--- config.mk ---
export PLATFORM = sky130hd
export DESIGN_NAME = srfc_parser
export DESIGN_NICKNAME = d
export VERILOG_FILES = /design/src/sv/srfc_pkg.sv /design/src/sv/srfc_parser.sv
export SDC_FILE = /design/constraint.sdc
export NUM_CORES = 1
export LEC_CHECK = 0
export BUFFER_PORTS_ARGS = -buffer_cell sky130_fd_sc_hd__buf_2
export CAP_MARGIN = 25
export CORE_MARGIN = 3
export CORE_UTILIZATION = 25
export CTS_CLUSTER_SIZE = 24
export DETAILED_ROUTE_END_ITERATION = 10
export PLACE_DENSITY = 0.42
export REMOVE_ABC_BUFFERS = 1
export SETUP_SLACK_MARGIN = 0.3
export SLEW_MARGIN = 40
export SYNTH_ARGS = -nofsm -noshare
export SYNTH_HDL_FRONTEND = slang
export SYNTH_SLANG_ARGS = --single-unit
--- constraint.sdc ---
create_clock -name clk -period 10.8 [get_ports clk]
set_input_delay 2.16 -clock clk [delete_from_list [all_inputs] [get_ports clk]]
set_output_delay 2.16 -clock clk [all_outputs]
set_load 0.01 [all_outputs]
--- src/sv/srfc_pkg.sv ---
// Shared types and constants for the sensor reply frame checker.
// No dependencies; used by every module of the block.
package srfc_pkg;

  localparam int MAX_FRAME = 128;
  localparam int CNT_W     = $clog2(MAX_FRAME);
  localparam int ADDR_BYTES = 4;

  localparam logic [7:0] HEADER_FIRST_RST  = 8'hEF;
  localparam logic [7:0] HEADER_SECOND_RST = 8'h01;
  localparam logic [7:0] REPLY_IDENT_RST   = 8'h07;

  localparam logic [1:0] REG_HEADER_FIRST  = 2'd0;
  localparam logic [1:0] REG_HEADER_SECOND = 2'd1;
  localparam logic [1:0] REG_REPLY_IDENT   = 2'd2;

  localparam logic [1:0] ST_OK       = 2'd0;
  localparam logic [1:0] ST_MOD_ERR  = 2'd1;
  localparam logic [1:0] ST_SUM_ERR  = 2'd2;
  localparam logic [1:0] ST_BAD_LEN  = 2'd3;

  typedef enum logic [3:0] {
    PH_HEAD1   = 4'd0,
    PH_HEAD2   = 4'd1,
    PH_ADDR    = 4'd2,
    PH_IDENT   = 4'd3,
    PH_LENHI   = 4'd4,
    PH_LENLO   = 4'd5,
    PH_PAYLOAD = 4'd6,
    PH_SUMHI   = 4'd7,
    PH_SUMLO   = 4'd8
  } phase_t;

  typedef struct packed {
    logic [15:0] frame_length;
    logic [7:0]  data_byte;
    logic [7:0]  confirm_code;
    logic [1:0]  status;
  } result_t;

endpackage

--- src/sv/srfc_parser.sv ---
// Frame parser: configuration registers, phase machine, running sum.
// Depends on srfc_pkg; produces at most one result per accepted byte.
module srfc_parser
  import srfc_pkg::*;
(
  input  logic        clk,
  input  logic        rst,
  input  logic        cfg_we,
  input  logic [1:0]  cfg_addr,
  input  logic [7:0]  cfg_wdata,
  input  logic        byte_valid,
  input  logic [7:0]  rx_byte,
  output logic        res_valid,
  output result_t     res
);

  logic [7:0] header_first;
  logic [7:0] header_second;
  logic [7:0] reply_ident;

  phase_t            phase, phase_next;
  logic [CNT_W-1:0]  byte_count, byte_count_next;
  logic [15:0]       length_value, length_value_next;
  logic [15:0]       running_sum, running_sum_next;
  logic [7:0]        held_confirm, held_confirm_next;
  logic [7:0]        held_data, held_data_next;
  logic [7:0]        sum_high_rx, sum_high_rx_next;
  logic [15:0]       len_full;
  logic              emit;
  result_t           res_next;

  always_ff @(posedge clk) begin
    if (rst) begin
      header_first  <= HEADER_FIRST_RST;
      header_second <= HEADER_SECOND_RST;
      reply_ident   <= REPLY_IDENT_RST;
    end else if (cfg_we) begin
      unique case (cfg_addr)
        REG_HEADER_FIRST:  header_first  <= cfg_wdata;
        REG_HEADER_SECOND: header_second <= cfg_wdata;
        REG_REPLY_IDENT:   reply_ident   <= cfg_wdata;
        default: ;
      endcase
    end
  end

  always_comb begin
    phase_next        = phase;
    byte_count_next   = byte_count;
    length_value_next = length_value;
    running_sum_next  = running_sum;
    held_confirm_next = held_confirm;
    held_data_next    = held_data;
    sum_high_rx_next  = sum_high_rx;
    emit              = 1'b0;
    res_next          = '0;
    len_full          = {length_value[15:8], rx_byte};
    unique case (phase)
      PH_HEAD2: begin
        if (rx_byte == header_second) begin
          byte_count_next = '0;
          phase_next      = PH_ADDR;
        end else if (rx_byte != header_first) begin
          phase_next = PH_HEAD1;
        end
      end
      PH_ADDR: begin
        byte_count_next = byte_count + 1'b1;
        if (byte_count_next >= CNT_W'(ADDR_BYTES)) phase_next = PH_IDENT;
      end
      PH_IDENT: begin
        if (rx_byte == reply_ident) begin
          running_sum_next  = {8'd0, rx_byte};
          held_confirm_next = '0;
          held_data_next    = '0;
          length_value_next = '0;
          phase_next        = PH_LENHI;
        end else begin
          phase_next = PH_HEAD1;
        end
      end
      PH_LENHI: begin
        length_value_next = {rx_byte, 8'd0};
        running_sum_next  = running_sum + {8'd0, rx_byte};
        phase_next        = PH_LENLO;
      end
      PH_LENLO: begin
        length_value_next = len_full;
        running_sum_next  = running_sum + {8'd0, rx_byte};
        if (len_full < 16'd3 || len_full > 16'(MAX_FRAME)) begin
          emit                  = 1'b1;
          res_next.status       = ST_BAD_LEN;
          res_next.frame_length = len_full;
          phase_next            = PH_HEAD1;
        end else begin
          byte_count_next = '0;
          phase_next      = PH_PAYLOAD;
        end
      end
      PH_PAYLOAD: begin
        running_sum_next = running_sum + {8'd0, rx_byte};
        if (byte_count == CNT_W'(0)) held_confirm_next = rx_byte;
        if (byte_count == CNT_W'(2)) held_data_next = rx_byte;
        byte_count_next = byte_count + 1'b1;
        if (16'(byte_count_next) >= length_value - 16'd2) phase_next = PH_SUMHI;
      end
      PH_SUMHI: begin
        sum_high_rx_next = rx_byte;
        phase_next       = PH_SUMLO;
      end
      PH_SUMLO: begin
        emit                  = 1'b1;
        res_next.confirm_code = held_confirm;
        res_next.data_byte    = (length_value > 16'd3) ? held_data : 8'd0;
        res_next.frame_length = length_value;
        if (sum_high_rx != running_sum[15:8] || rx_byte != running_sum[7:0]) begin
          res_next.status = ST_SUM_ERR;
        end else if (held_confirm != 8'd0) begin
          res_next.status = ST_MOD_ERR;
        end else begin
          res_next.status = ST_OK;
        end
        phase_next = PH_HEAD1;
      end
      default: begin
        // hunting, and any unused phase code
        phase_next = (rx_byte == header_first) ? PH_HEAD2 : PH_HEAD1;
      end
    endcase
  end

  always_ff @(posedge clk) begin
    if (rst) begin
      phase        <= PH_HEAD1;
      byte_count   <= '0;
      length_value <= '0;
      running_sum  <= '0;
      held_confirm <= '0;
      held_data    <= '0;
      sum_high_rx  <= '0;
      res_valid    <= 1'b0;
    end else begin
      res_valid <= byte_valid & emit;
      if (byte_valid) begin
        phase        <= phase_next;
        byte_count   <= byte_count_next;
        length_value <= length_value_next;
        running_sum  <= running_sum_next;
        held_confirm <= held_confirm_next;
        held_data    <= held_data_next;
        sum_high_rx  <= sum_high_rx_next;
      end
    end
  end

  always_ff @(posedge clk) begin
    if (byte_valid && emit) res <= res_next;
  end

endmodule

**Word level (Yosys, flattened, before mapping)**

Cells that the tools add are included.
Widths: inputs -> output; s select.

- Add/sub/neg operators: 3
- Magnitude comparators: 5
- Equality and inequality tests: 25
- Mux-type cells: 28
- Bitwise operators: 2
- Reductions and logical operators: 25

Operator list:

| cell | count |
|---|---|
| $pmux 16 s2 | 2 |
| $mux 16 | 3 |
| $pmux 16 s3 | 1 |
| $pmux 4 s8 | 1 |
| $pmux 8 s2 | 2 |
| $eq 8x8->1 | 3 |
| $mux 8 | 3 |
| $ne 8x8->1 | 3 |
| $pmux 7 s3 | 1 |
| $reduce_and 4->1 | 5 |
| $add 16x8->16 | 1 |
| $eq 4x3->1 const B | 4 |
| $ge 7x16->1 | 1 |
| $gt 16x2->1 const B | 1 |
| $gt 16x8->1 const B | 1 |
| $lt 16x2->1 const B | 1 |
| $mux 4 | 4 |
| $sub 16x2->16 const B | 1 |
| $mux 7 | 2 |
| $ne 2x2->1 const B | 7 |
| $reduce_and 2->1 | 5 |
| $eq 4x2->1 const B | 2 |
| $reduce_bool 8->1 | 1 |
| $add 7x1->7 const B | 1 |
| 23 further kinds | 32 |

- Register bits after elaboration: 126
- Input bits: 22
- Output and inout bits: 35
- Word-level logic and storage cells: 104

**Longest topological paths before layout**

- Depth in word-level cells: 5
- Depth in mapped cells: 12
- Mapped depth without buffers: 12

**Least setup slack after synthesis**

Ideal clock, no wire load.

- Path kind: input -> register
- Start: input rx_byte[2]
- End: register res[0] (netlist name) (enable)
- Arrival: 4.912 ns
- Data required time: 10.371 ns
- Path slack: 5.460 ns
- Stages: 8
- Buffers on the path: 1
- Cell sequence: buf_2 -> nor3_1 -> a31oi_1 -> o21ai_1 -> nand2_1 -> nor2_2 -> nor2_2 -> nor2b_1

- Longest elaborated chain between the ends: 5

Ends and longest elaborated chain:

| item | line | source |
|---|---|---|
| start, declared | srfc_parser.sv:12 | `input logic [7:0] rx_byte,` |
| $lt 16x2->1 or $gt 16x8->1 (tied branches) | srfc_parser.sv:90 | `if (len_full < 16'd3 \|\| len_full > 16'(MAX_FRAME)) begin` |
| $logic_or 1x1->1 (*) | srfc_parser.sv:90 |  |
| $mux 1 (*) | srfc_parser.sv:90 |  |
| $pmux 1 s2 (*) | srfc_parser.sv:58 | `unique case (phase)` |
| $logic_and 1x1->1 (*) | srfc_parser.sv:157 | `if (byte_valid && emit) res <= res_next;` |
| end signal, assigned | srfc_parser.sv:157 |  |
| end, declared | srfc_parser.sv:14 | `output result_t res` |

Every way passes the cells marked *; elsewhere a longest branch is shown, timed or not.
A chain may end at the register's enable or synchronous reset.

**Worst setup path after layout**

- Start: input rx_byte[5]
- End: register res[12] (netlist name) (enable)

Same word-level chain as after synthesis.

==> impl_metrics.py <==
metrics = {
    "timing": {
        "setup_violations": 0,
        "max-slew-margin-rel_pct": 52.66,
        "layout_min_cycle_time_ns": 4.281,
        "timing.hold.ws_ns": 0.4837,
        "timing.fmax_mhz": 233.6,
        "worstMarginPinSlew_ns": 0.7100,
        "skew_ns": 0.008401,
        "hold_viol": 0,
        "fin_setup_tns_ns": 0,
        "rsz0062_at_grt": "false",
        "min_period_over_period_pct": 39.64,
        "drv_slew": 0,
    },
    "clock_network": {
        "clk_latency_ns": 0.42,
        "cts_resized": 0,
        "h-tree-depth": 4,
        "cts_tree": "done",
        "clockRootBuffer": "clkbuf_16",
        "numClockSinks": 126,
        "cts_made_buffers": 17,
        "path_clk_slew_ns": 0.06,
        "cts_buffer_depth": 2,
        "cts_setup_buffers": 0,
        "postCtsHoldBufs": 0,
    },
    "pwr": {
        "p_clk_share_pct": 53.1,
        "powerDensity_nw_per_um2": 153.4,
        "combPwrFrac_pct": 4.1,
        "seqPwrFrac_pct": 42.8,
        "p_sw_share_pct": 22.14,
        "intPower_uw": 890.5,
        "irDropWorstVdd_uv": 93.08,
        "leakage_uw": 0.002731,
        "power.switching_uw": 253.3,
        "p_total_uw": 1144,
    },
    "placement": {
        "port_buffers": 56,
        "place_area_sq_um": 6830,
        "hpwl_microns": 11770,
        "dp_cells": 1011,
        "gp_congestion": 0.7811,
    },
    "logic_synthesis": {
        "synth_warnings": 0,
        "syn_area_per_cell_sq_um": 9.413,
        "synth-async-reset-ratio_pct": 0,
        "yosys-top-cells-count": "dfxtp_1 (92), nor2_1 (88), nand2_1 (39)",
        "ys.flop_type": "dfxtp_1",
        "ys_seq_elements": 126,
        "syn-cell-area_sq_um": 6260,
        "synth_area_leaders": "dfxtp_1 (29%), edfxtp_1 (16%), nor2_1 (5.3%), xnor2_1 (4.3%), ha_1 (3.8%)",
        "synth_top_area_share_pct": 29.42,
        "synth.distinct_cells": 58,
        "yosys.area.top_type": "dfxtp_1",
        "synth-edff-count": 34,
        "yosysSeqAreaShare_pct": 45.73,
        "syn-instance-count": 665,
        "yosysMostFrequentCell": "dfxtp_1",
    },
    "worst_setup_path": {
        "required_ns": 10.87,
        "cp_max_fo": 34,
        "path_class": "in2reg",
        "startpoint_type": "input pin",
        "cp.arrival_ns": 4.35,
        "endpoint_kind": "flop",
    },
    "run": {
        "maxCapViolations": 0,
    },
    "detailed_routing": {
        "drc": 0,
        "wl_per_cell_microns": 15.91,
        "initialDrtViolationCount": 254,
        "drtAntennaViolNets": 0,
        "vias": 5003,
        "drt-total-wl_microns": 16600,
        "vias_per_cell": 4.797,
        "drtPass1Iterations": 5,
    },
    "hold_path": {
        "worst_hold_path_type": "reg2reg",
    },
    "finish": {
        "seqCellArea_sq_um": 2863,
        "final_cell_area_sq_um": 7457,
        "multi_input_area_sq_um": 3209,
        "drive_gt1_share_pct": 14.60,
        "nets": 748,
        "area_growth_pct": 19.13,
        "fill_cells": 2542,
        "diodes": 0,
        "fin_cells": 1043,
    },
    "floorplanning": {
        "initial_utilization_pct": 25.59,
        "die_y_microns": 164.2,
        "core-area_sq_um": 24460,
        "io_pins": 57,
        "dieArea_sq_um": 26970,
        "num_rows": 57,
        "die_width_microns": 164.2,
    },
    "grt": {
        "grt_pass1_vias": 5072,
        "grt_use_total_pct": 12.70,
        "overflow": 0,
        "grt_max_degree": 87,
        "grt_pass1_wl_microns": 26660,
        "antenna_found_initial": 0,
    },
    "status": {
        "status": "complete, no violations",
    },
}
==> worst max-delay path, stage by stage <==
cell,delay [ns]
buf_2,0.34
nor2_1,0.12
and4_1,0.22
o21ai_1,0.23
nand2_1,0.12
nor2_2,0.43
nor2_2,0.18
nor2b_2,0.14
buf_4,0.38
==> cells by family (layout without fill, tap and decap cells) <==
family	count (synthesis)	after routing	synth area share (%)
AO/OA/AOI/OAI	134	134	14.79
XOR/XNOR	50	50	6.996
adder cells (fa/ha/maj)	20	20	4.118
buffers and inverters	51	105	3.418
flip-flops	126	126	45.73
multiplexers	24	24	3.858
AND/OR/NAND/NOR	260	260	21.09
==> final cells by class <==
| type | instances | share of cell area (%) |
|---|---|---|
| inverter | 14 | 0.7047 |
| clock inverter | 13 | 2.517 |
| sequential | 126 | 38.39 |
| clock buffer | 19 | 5.805 |
| multi-input combinational | 488 | 43.04 |
| timing repair buffer | 59 | 4.111 |
| tap | 324 | 5.436 |
==> routing by layer <==
metal | global-route usage, % | up-vias | part of all wire [%]
met5 | 0 | - | 0
met3 | 3.127 | 22 | 4.7
met2 | 20.88 | 102 | 47
met4 | 4.344 | 0 | 1.5
li1 | - | 2465 | -
met1 | 16.26 | 2414 | 47
==> through the flow <==
stage | worst slack [ns] | util, %
6_report | 6.519 | 30.48
5_1_grt | 6.257 | 30.48
4_1_cts | 6.490 | 30.46
3_5_place_dp | 6.044 | 27.92
3_3_place_gp | 6.111 | 27.88
2_1_floorplan | 5.597 | -
==> registers in the layout, summed over array words and instances, names as in the netlist <==
name,flops
byte_count,7
header_first,8
header_second,8
held_confirm,8
held_data,8
length_value,16
phase,4
reply_ident,8
res,34
res_valid,1
running_sum,16
sum_high_rx,8
==> power groups by stage <==
stage               Combinational, uW  Sequential (uW)  Clock (uW)
floorplan                        22.2              498           0
CTS                              47.5              489         623
finish                           46.9              489         608
detailed placement               47.4              499           0
global route                     51.5              489         643
global placement                 45.7              499           0
==> worst paths after layout <==
kind	end	cells past startpoint	start	slack, ns
setup / recovery	res[12]$_SDFFCE_PN0P_	9	rx_byte[5]	6.52
hold / removal	reply_ident[0]$_SDFFE_PP1P_	1	reply_ident[0]$_SDFFE_PP1P_	0.48
setup reg to reg	res[12]$_SDFFCE_PN0P_	6	phase[2]$_SDFFE_PP0P_	7.86
hold reg to reg	reply_ident[0]$_SDFFE_PP1P_	1	reply_ident[0]$_SDFFE_PP1P_	0.48
==> cell usage in the layout (no fill, tap or decap), types with 3 or more instances in the layout <==
| cell type | count |
|---|---|
| nor4_1 | 9 |
| nor2_1 | 88 |
| a211oi_1 | 4 |
| mux2i_1 | 23 |
| clkinvlp_4 | 3 |
| nand3b_1 | 6 |
| nand4_1 | 10 |
| nor2_2 | 3 |
| nand3_1 | 20 |
| xor2_1 | 19 |
| inv_1 | 14 |
| buf_2 | 56 |
| or3_1 | 10 |
| o21a_1 | 5 |
| o21ai_0 | 20 |
| and2_1 | 17 |
| a22o_1 | 6 |
| a311oi_1 | 3 |
| a21oi_1 | 31 |
| a22oi_1 | 25 |
| xnor2_1 | 31 |
| nand2b_1 | 9 |
| clkbuf_16 | 17 |
| bufinv_16 | 4 |
| a21o_1 | 3 |
| dfxtp_1 | 92 |
| nor3_1 | 11 |
| inv_6 | 3 |
| nand2_1 | 39 |
| nor2b_1 | 22 |
| edfxtp_1 | 34 |
| ha_1 | 19 |
| a211o_1 | 12 |
| a31oi_1 | 5 |
Power figures use the tool's default switching activity.
